--- src/hdl/sdc_pkg.sv ---
// package for the signed radix digit converter
// control/status structs and fixed constants; no dependencies
`timescale 1ns / 1ps
`default_nettype none

package sdc_pkg;

  // radix register
  localparam int unsigned RADIX_W     = 5;
  localparam logic [4:0]  RADIX_RESET = 5'd10;
  localparam logic [4:0]  RADIX_MIN   = 5'd2;
  localparam logic [4:0]  RADIX_MAX   = 5'd16;

  // digit and item kind codes
  localparam int unsigned DIGIT_W     = 4;
  localparam int unsigned OUT_TDATA_W = 8;
  localparam logic        KIND_DIGIT  = 1'b0;
  localparam logic        KIND_SIGN   = 1'b1;

  // dividend bits consumed per divider cycle
  localparam int unsigned STEP_BITS   = 8;

  typedef struct packed {
    logic load;      // capture a new input value
    logic div;       // run one divider step
    logic rd;        // read the next stored digit
    logic dec;       // one digit delivered
    logic sel_sign;  // present the minus-sign item
  } cmd_t;

  typedef struct packed {
    logic step_last; // this divider step ends a digit
    logic q_zero;    // quotient of this digit is zero
    logic neg;       // captured value is negative
    logic cnt_one;   // one digit left to emit
  } sts_t;

endpackage

`default_nettype wire

--- src/hdl/sdc_ram.sv ---
// generic single write port, single read port ram with registered read
// no dependencies
`timescale 1ns / 1ps
`default_nettype none

module sdc_ram #(
  parameter int unsigned WIDTH = 4,
  parameter int unsigned DEPTH = 32
) (
  input  wire logic                     clk_i,
  input  wire logic                     we_i,
  input  wire logic [$clog2(DEPTH)-1:0] waddr_i,
  input  wire logic [WIDTH-1:0]         wdata_i,
  input  wire logic                     re_i,
  input  wire logic [$clog2(DEPTH)-1:0] raddr_i,
  output logic      [WIDTH-1:0]         rdata_o
);

  logic [WIDTH-1:0] mem_q [DEPTH];

  always_ff @(posedge clk_i) begin
    if (we_i) begin
      mem_q[waddr_i] <= wdata_i;
    end
    if (re_i) begin
      rdata_o <= mem_q[raddr_i];
    end
  end

endmodule

`default_nettype wire

--- src/hdl/sdc_datapath.sv ---
// datapath: radix register, magnitude, short-remainder divider, digit counter
// depends on sdc_pkg and sdc_ram
`timescale 1ns / 1ps
`default_nettype none

module sdc_datapath #(
  parameter int unsigned VALUE_WIDTH = 32
) (
  input  wire logic                                      clk_i,
  input  wire logic                                      rst_ni,
  input  wire logic                                      cfg_we_i,
  input  wire logic [sdc_pkg::RADIX_W-1:0]               cfg_wdata_i,
  input  wire logic [((VALUE_WIDTH+7)/8)*8-1:0]          value_i,
  input  wire sdc_pkg::cmd_t                             cmd_i,
  output sdc_pkg::sts_t                                  sts_o,
  output logic                                           out_kind_o,
  output logic [sdc_pkg::DIGIT_W-1:0]                    out_digit_o
);

  localparam int unsigned DIV_W  = ((VALUE_WIDTH + 7) / 8) * 8;
  localparam int unsigned NSTEP  = DIV_W / sdc_pkg::STEP_BITS;
  localparam int unsigned STEP_W = (NSTEP > 1) ? $clog2(NSTEP) : 1;
  localparam int unsigned CNT_W  = $clog2(VALUE_WIDTH + 1);
  localparam int unsigned ADDR_W = $clog2(VALUE_WIDTH);
  localparam int unsigned SB     = sdc_pkg::STEP_BITS;

  logic [sdc_pkg::RADIX_W-1:0] radix_q;
  logic [sdc_pkg::RADIX_W-1:0] base;
  logic [DIV_W-1:0]            w_q, w_d;
  logic [sdc_pkg::DIGIT_W-1:0] rem_q, rem_d;
  logic [STEP_W-1:0]           stp_q;
  logic [CNT_W-1:0]            cnt_q;
  logic                        neg_q;
  logic [VALUE_WIDTH-1:0]      raw;
  logic [VALUE_WIDTH-1:0]      mag;
  logic [SB-1:0]               qbits;
  logic [sdc_pkg::RADIX_W-1:0] part;
  logic                        step_last;
  logic [sdc_pkg::DIGIT_W-1:0] rd_digit;

  always_ff @(posedge clk_i or negedge rst_ni) begin
    if (!rst_ni) begin
      radix_q <= sdc_pkg::RADIX_RESET;
    end else if (cfg_we_i) begin
      radix_q <= cfg_wdata_i;
    end
  end

  // out-of-range radix saturates
  always_comb begin
    if (radix_q < sdc_pkg::RADIX_MIN) begin
      base = sdc_pkg::RADIX_MIN;
    end else if (radix_q > sdc_pkg::RADIX_MAX) begin
      base = sdc_pkg::RADIX_MAX;
    end else begin
      base = radix_q;
    end
  end

  // unsigned magnitude, exact for the most negative value
  assign raw = value_i[VALUE_WIDTH-1:0];
  assign mag = raw[VALUE_WIDTH-1] ? (~raw + VALUE_WIDTH'(1)) : raw;

  // long division by the radix, eight dividend bits per cycle
  always_comb begin
    part  = '0;
    qbits = '0;
    rem_d = rem_q;
    for (int k = 0; k < SB; k++) begin
      part = {rem_d, w_q[DIV_W-1-k]};
      if (part >= base) begin
        part     = part - base;
        qbits[SB-1-k] = 1'b1;
      end
      rem_d = part[sdc_pkg::DIGIT_W-1:0];
    end
    w_d = w_q << SB;
    w_d[SB-1:0] = qbits;
  end

  assign step_last = (stp_q == STEP_W'(NSTEP - 1));

  always_ff @(posedge clk_i or negedge rst_ni) begin
    if (!rst_ni) begin
      stp_q <= '0;
      cnt_q <= '0;
      neg_q <= 1'b0;
    end else if (cmd_i.load) begin
      stp_q <= '0;
      cnt_q <= '0;
      neg_q <= raw[VALUE_WIDTH-1];
    end else if (cmd_i.div) begin
      if (step_last) begin
        stp_q <= '0;
        cnt_q <= cnt_q + CNT_W'(1);
      end else begin
        stp_q <= stp_q + STEP_W'(1);
      end
    end else if (cmd_i.dec) begin
      cnt_q <= cnt_q - CNT_W'(1);
    end
  end

  always_ff @(posedge clk_i) begin
    if (cmd_i.load) begin
      w_q   <= DIV_W'(mag);
      rem_q <= '0;
    end else if (cmd_i.div) begin
      w_q   <= w_d;
      rem_q <= step_last ? '0 : rem_d;
    end
  end

  sdc_ram #(
    .WIDTH (sdc_pkg::DIGIT_W),
    .DEPTH (VALUE_WIDTH)
  ) u_digits (
    .clk_i   (clk_i),
    .we_i    (cmd_i.div & step_last),
    .waddr_i (cnt_q[ADDR_W-1:0]),
    .wdata_i (rem_d),
    .re_i    (cmd_i.rd),
    .raddr_i (ADDR_W'(cnt_q - CNT_W'(1))),
    .rdata_o (rd_digit)
  );

  assign sts_o.step_last = step_last;
  assign sts_o.q_zero    = (w_d == '0);
  assign sts_o.neg       = neg_q;
  assign sts_o.cnt_one   = (cnt_q == CNT_W'(1));

  assign out_kind_o  = cmd_i.sel_sign ? sdc_pkg::KIND_SIGN : sdc_pkg::KIND_DIGIT;
  assign out_digit_o = cmd_i.sel_sign ? '0 : rd_digit;

  // digit count never passes the value width
  a_cnt_bound: assert property (@(posedge clk_i) disable iff (!rst_ni)
    cnt_q <= CNT_W'(VALUE_WIDTH))
    else $error("digit count overflow");

  // a stored digit is always below the radix
  a_digit_range: assert property (@(posedge clk_i) disable iff (!rst_ni)
    (cmd_i.div && step_last) |-> ({1'b0, rem_d} < base))
    else $error("digit not below radix");

endmodule

`default_nettype wire

--- src/hdl/sdc_ctrl.sv ---
// controller: sequences capture, division, sign and digit emission
// depends on sdc_pkg
`timescale 1ns / 1ps
`default_nettype none

module sdc_ctrl (
  input  wire logic          clk_i,
  input  wire logic          rst_ni,
  input  wire logic          in_valid_i,
  output logic               in_ready_o,
  output logic               out_valid_o,
  input  wire logic          out_ready_i,
  output logic               out_last_o,
  input  wire sdc_pkg::sts_t sts_i,
  output sdc_pkg::cmd_t      cmd_o
);

  typedef enum logic [4:0] {
    ST_IDLE = 5'b00001,
    ST_DIV  = 5'b00010,
    ST_SIGN = 5'b00100,
    ST_RD   = 5'b01000,
    ST_OUT  = 5'b10000
  } state_e;

  state_e state_q, state_d;

  always_ff @(posedge clk_i or negedge rst_ni) begin
    if (!rst_ni) begin
      state_q <= ST_IDLE;
    end else begin
      state_q <= state_d;
    end
  end

  always_comb begin
    state_d     = state_q;
    cmd_o       = '0;
    in_ready_o  = 1'b0;
    out_valid_o = 1'b0;
    out_last_o  = 1'b0;
    unique case (state_q)
      ST_IDLE: begin
        in_ready_o = 1'b1;
        if (in_valid_i) begin
          cmd_o.load = 1'b1;
          state_d    = ST_DIV;
        end
      end
      ST_DIV: begin
        cmd_o.div = 1'b1;
        if (sts_i.step_last && sts_i.q_zero) begin
          state_d = sts_i.neg ? ST_SIGN : ST_RD;
        end
      end
      ST_SIGN: begin
        cmd_o.sel_sign = 1'b1;
        out_valid_o    = 1'b1;
        if (out_ready_i) begin
          state_d = ST_RD;
        end
      end
      ST_RD: begin
        cmd_o.rd = 1'b1;
        state_d  = ST_OUT;
      end
      ST_OUT: begin
        out_valid_o = 1'b1;
        out_last_o  = sts_i.cnt_one;
        if (out_ready_i) begin
          cmd_o.dec = 1'b1;
          state_d   = sts_i.cnt_one ? ST_IDLE : ST_RD;
        end
      end
      default: begin
        state_d = ST_IDLE;
      end
    endcase
  end

  // no new input while a result is pending
  a_excl: assert property (@(posedge clk_i) disable iff (!rst_ni)
    in_ready_o |-> !out_valid_o)
    else $error("input taken while output pending");

  // negative value always emits the sign first
  a_sign_next: assert property (@(posedge clk_i) disable iff (!rst_ni)
    (state_q == ST_DIV && sts_i.step_last && sts_i.q_zero && sts_i.neg)
      |=> (state_q == ST_SIGN))
    else $error("sign item skipped");

  // after the last item the block is ready again
  a_last_idle: assert property (@(posedge clk_i) disable iff (!rst_ni)
    (out_valid_o && out_ready_i && out_last_o) |=> in_ready_o)
    else $error("not idle after last item");

endmodule

`default_nettype wire

--- src/hdl/signed_radix_digit_converter_top.sv ---
// channel   dir  signals                                   contents
// s_axis    in   tvalid tready tdata                       tdata: value
// m_axis    out  tvalid tready tdata tuser tlast           tdata: digit, tuser: item_kind
// cfg       in   cfg_we cfg_wdata                          radix
//
// one value at a time: accept, then divide by the radix, eight dividend bits per step,
// keeping each remainder as a digit; then a sign item for a negative value, then each
// digit read from the ram and presented; one short-remainder divider serves all digits
// digits go through a VALUE_WIDTH-deep ram with registered read
// reset clears the controller and sets radix to 10; output stall holds the item
// depends on sdc_pkg, sdc_ctrl, sdc_datapath, sdc_ram
`timescale 1ns / 1ps
`default_nettype none

module signed_radix_digit_converter_top #(
  parameter int unsigned VALUE_WIDTH = 32
) (
  input  wire logic                                 clk_i,
  input  wire logic                                 rst_ni,
  input  wire logic                                 cfg_we_i,
  input  wire logic [sdc_pkg::RADIX_W-1:0]          cfg_wdata_i,
  input  wire logic                                 s_axis_tvalid_i,
  output logic                                      s_axis_tready_o,
  input  wire logic [((VALUE_WIDTH+7)/8)*8-1:0]     s_axis_tdata_i,   // value
  output logic                                      m_axis_tvalid_o,
  input  wire logic                                 m_axis_tready_i,
  output logic [sdc_pkg::OUT_TDATA_W-1:0]           m_axis_tdata_o,   // digit, zero pad
  output logic                                      m_axis_tuser_o,   // item_kind
  output logic                                      m_axis_tlast_o
);

  sdc_pkg::cmd_t               cmd;
  sdc_pkg::sts_t               sts;
  logic [sdc_pkg::DIGIT_W-1:0] digit;

  sdc_ctrl u_ctrl (
    .clk_i       (clk_i),
    .rst_ni      (rst_ni),
    .in_valid_i  (s_axis_tvalid_i),
    .in_ready_o  (s_axis_tready_o),
    .out_valid_o (m_axis_tvalid_o),
    .out_ready_i (m_axis_tready_i),
    .out_last_o  (m_axis_tlast_o),
    .sts_i       (sts),
    .cmd_o       (cmd)
  );

  sdc_datapath #(
    .VALUE_WIDTH (VALUE_WIDTH)
  ) u_dp (
    .clk_i       (clk_i),
    .rst_ni      (rst_ni),
    .cfg_we_i    (cfg_we_i),
    .cfg_wdata_i (cfg_wdata_i),
    .value_i     (s_axis_tdata_i),
    .cmd_i       (cmd),
    .sts_o       (sts),
    .out_kind_o  (m_axis_tuser_o),
    .out_digit_o (digit)
  );

  assign m_axis_tdata_o = sdc_pkg::OUT_TDATA_W'(digit);

endmodule

`default_nettype wire
--- config.mk ---
export PLATFORM = sky130hd
export DESIGN_NAME = signed_radix_digit_converter_top
export DESIGN_NICKNAME = d
export VERILOG_FILES = /design/src/hdl/sdc_pkg.sv /design/src/hdl/sdc_ram.sv /design/src/hdl/sdc_datapath.sv /design/src/hdl/sdc_ctrl.sv /design/src/hdl/signed_radix_digit_converter_top.sv
export SDC_FILE = /design/constraint.sdc
export NUM_CORES = 1
export LEC_CHECK = 0
export BUFFER_PORTS_ARGS = -buffer_cell sky130_fd_sc_hd__buf_4
export CAP_MARGIN = 20
export CORE_ASPECT_RATIO = 0.9
export CORE_UTILIZATION = 64
export CTS_BUF_LIST = sky130_fd_sc_hd__clkbuf_8
export DETAILED_ROUTE_END_ITERATION = 10
export GPL_TIMING_DRIVEN = 1
export MAX_ROUTING_LAYER = met4
export PLACE_DENSITY = 0.86
export SLEW_MARGIN = 20
export SYNTH_ARGS = -nofsm -noshare
export SYNTH_HDL_FRONTEND = slang
export SYNTH_SLANG_ARGS = --single-unit
--- constraint.sdc ---
create_clock -name clk_i -period 15.2 [get_ports clk_i]
set_input_delay 3.04 -clock clk_i [delete_from_list [all_inputs] [get_ports clk_i]]
set_output_delay 3.04 -clock clk_i [all_outputs]
set_load 0.02 [all_outputs]
==> flow_metrics.tcl <==
set metrics [dict create \
    synthTopCellsByArea "edfxtp_1 48%, mux4_2 8.8%, ha_1 5.7%, dfrtp_1 3.9%, xor2_1 2.6%" \
    core_area_um2 15500 \
    insertion_delay_ns 0.48 \
    critPathTopFamily "compound AO/OA/AOI/OAI gates" \
    cts_tree "built" \
    fin_nets 958 \
    vias_per_cell 6.54 \
    gp_congestion 0.931 \
    post-route-period-util_pct 91.0 \
    ys_ff_latch 187 \
    cts_made_buffers 17 \
    overflow 0 \
    hpwl_mm 16.2 \
    cts_hold_buf 0 \
    yosysTopAreaCell "edfxtp_1" \
    grt_pass1_wl_mm 36.0 \
    worstHoldPathType "register to register" \
    antenna_found_initial 0 \
    clock_skew_ns 0.0189 \
    diodes 0 \
    path_clk_slew_ns 0.09 \
    path_buf_inv 3 \
    maxSlewViolCount 0 \
    tightest_slew_ns 1.12 \
    ys_top_cells_by_count "164 x edfxtp_1, 68 x nand2_1, 66 x nor2_1" \
    post-synth-top-count-cell "edfxtp_1" \
    hold_viol_final 0 \
    setup_slack_ns 1.37 \
    synth_warnings 0 \
    syn_to_final_growth_pct 9.00 \
    cts_resized 0 \
    final_core_util_pct 72.1 \
    clock_path_buffers 2 \
    drive_gt1_share_pct 19.5 \
    critPathSlowestCell "o21ai_1" \
    rsz0062_at_grt "no" \
    ys_types 63 \
    rows 43 \
    max_freq_ghz 0.0723 \
    die_area_um2 16600 \
    crit_path_frequent_cell "ha_1" \
    initial_core_util_pct 66.2 \
    relSlewSlack_pct 24.9 \
    detail_route.wl_per_cell_um 21.1 \
    cp_data_arrival_time_ns 14.00 \
    grt_usage_pct 30.3 \
    pin_count 54 \
    die_h_um 122 \
    avgSynthCellArea_um2 12.6 \
    cts.sinks 187 \
    routed_wirelength_mm 22.7 \
    yosysSeqAreaShare_pct 53.3 \
    synth_edf_count 164 \
    setup-violations-final 0 \
    fin_setup_tns_ns 0 \
    path_max_fanout 32 \
    synthArstFlopShare_pct 10.2 \
    synthCells 818 \
    htree_num_levels 4 \
    port_buffers 49 \
    end_kind "register" \
    dr_total_vias 7032 \
    critPathRequiredTime_ns 15.37 \
    critPathKind "register to register" \
    ant_nets 0 \
    drv_cap 0 \
    fin_crit_ns 13.83 \
    status "complete, no violations" \
    die_x_um 136 \
    syn_area_um2 10300 \
    cts_setup_buffers 0 \
    synth.top_cell.area_share_pct 47.9 \
    drc 0 \
    startpoint_type "register" \
    max_stage_delay_ns 0.84 \
    hold_slack_ns 0.532 \
    drtIter0Drc 728 \
    grt_pass1_vias 6810 \
    cts_root_buffer "clkbuf_8" \
    pre_cts_ws_ns 0.547 \
    grt_start_max_net_pins 55 \
    dr.pass1.iters 5 \
    yosys_most_used_dff "edfxtp_1" \
]
==> path summary, 6_finish.rpt <==
path	from	endpoint	slack, ns	cells past startpoint
max reg2reg	u_dp.radix_q[4]$_DFFE_PN0P_	u_dp.u_digits.mem_q[28][1]$_DFFE_PP_	1.37	47
min reg2reg	u_dp.radix_q[0]$_DFFE_PN0P_	u_dp.radix_q[0]$_DFFE_PN0P_	0.53	1
min in group asynchronous	rst_ni	u_dp.cnt_q[3]$_DFFE_PN0P_	2.42	1
max in group asynchronous	rst_ni	u_ctrl.state_q[0]$_DFFE_PN1P_	12.50	1
max	u_dp.radix_q[4]$_DFFE_PN0P_	u_dp.u_digits.mem_q[28][1]$_DFFE_PP_	1.37	47
min	u_dp.radix_q[0]$_DFFE_PN0P_	u_dp.radix_q[0]$_DFFE_PN0P_	0.53	1
==> metrics by stage <==
stage                     cell area [µm²]  std cells
after global placement              10800       1043
final                               11200       1076
after detailed placement            10800       1044
after global routing                11200       1076
after CTS                           11200       1076
after floorplan                     10300        821
==> flip-flops by register name (all words and copies together) (netlist names) <==
register	cells
u_dp.w_q	32
u_dp.stp_q	2
u_dp.u_digits.rdata_o	4
u_ctrl.state_q	5
u_dp.rem_q	4
u_dp.u_digits.mem_q	128
u_dp.radix_q	5
u_dp.neg_q	1
u_dp.cnt_q	6
==> cells by family after synthesis <==
group | after synthesis | synth area share (%)
AOI/OAI and AO/OA | 169 | 10.8
adders and majority gates | 55 | 7.27
and+or+nand+nor | 223 | 10.4
muxes | 63 | 11.2
DFF | 187 | 53.3
xor gates and xnor gates | 48 | 4.09
buffers and inverters | 72 | 2.93
other | 1 | 0.0364
==> per-layer routing <==
layer | part of all wire [%] | vias up | GRT usage, %
met5 | 0 | - | -
met4 | 2.0 | 0 | 9.41
met3 | 8.6 | 52 | 7.10
met2 | 47 | 350 | 45.1
met1 | 42 | 3448 | 41.7
li1 | - | 3182 | -
==> area by class of cell <==
| type | count | area (µm²) |
|---|---|---|
| clock inverter | 15 | 130 |
| fill | 1006 | 4330 |
| sequential | 187 | 5490 |
| tap | 202 | 253 |
| timing repair buffer | 58 | 433 |
| inverter | 35 | 131 |
| clock buffer | 17 | 234 |
| multi-input combinational | 562 | 4550 |
==> placed cells by master (no fill, tap or decap), types with 7 or more instances in the layout <==
cell type / netlist / final
edfxtp_1: 164 / 164
nand2_1: 68 / 68
nor2_1: 66 / 66
buf_4: 4 / 57
ha_1: 47 / 47
mux4_2: 40 / 40
o21ai_0: 42 / 39
a21oi_1: 38 / 36
inv_1: 35 / 35
xor2_1: 31 / 31
a21o_1: 18 / 18
mux2_2: 17 / 17
xnor2_1: 17 / 17
clkbuf_8: 0 / 17
dfrtp_1: 16 / 15
o21ai_1: 10 / 13
nor3_1: 12 / 11
a31oi_1: 10 / 10
nand3_1: 10 / 10
nand2b_1: 9 / 9
o31ai_1: 9 / 9
nor4_1: 10 / 9
fa_1: 8 / 8
o21a_1: 7 / 7
or3_1: 7 / 7
Power is not shown: default switching activity piles up to over one toggle a cycle in this logic, so the estimate is an artifact.
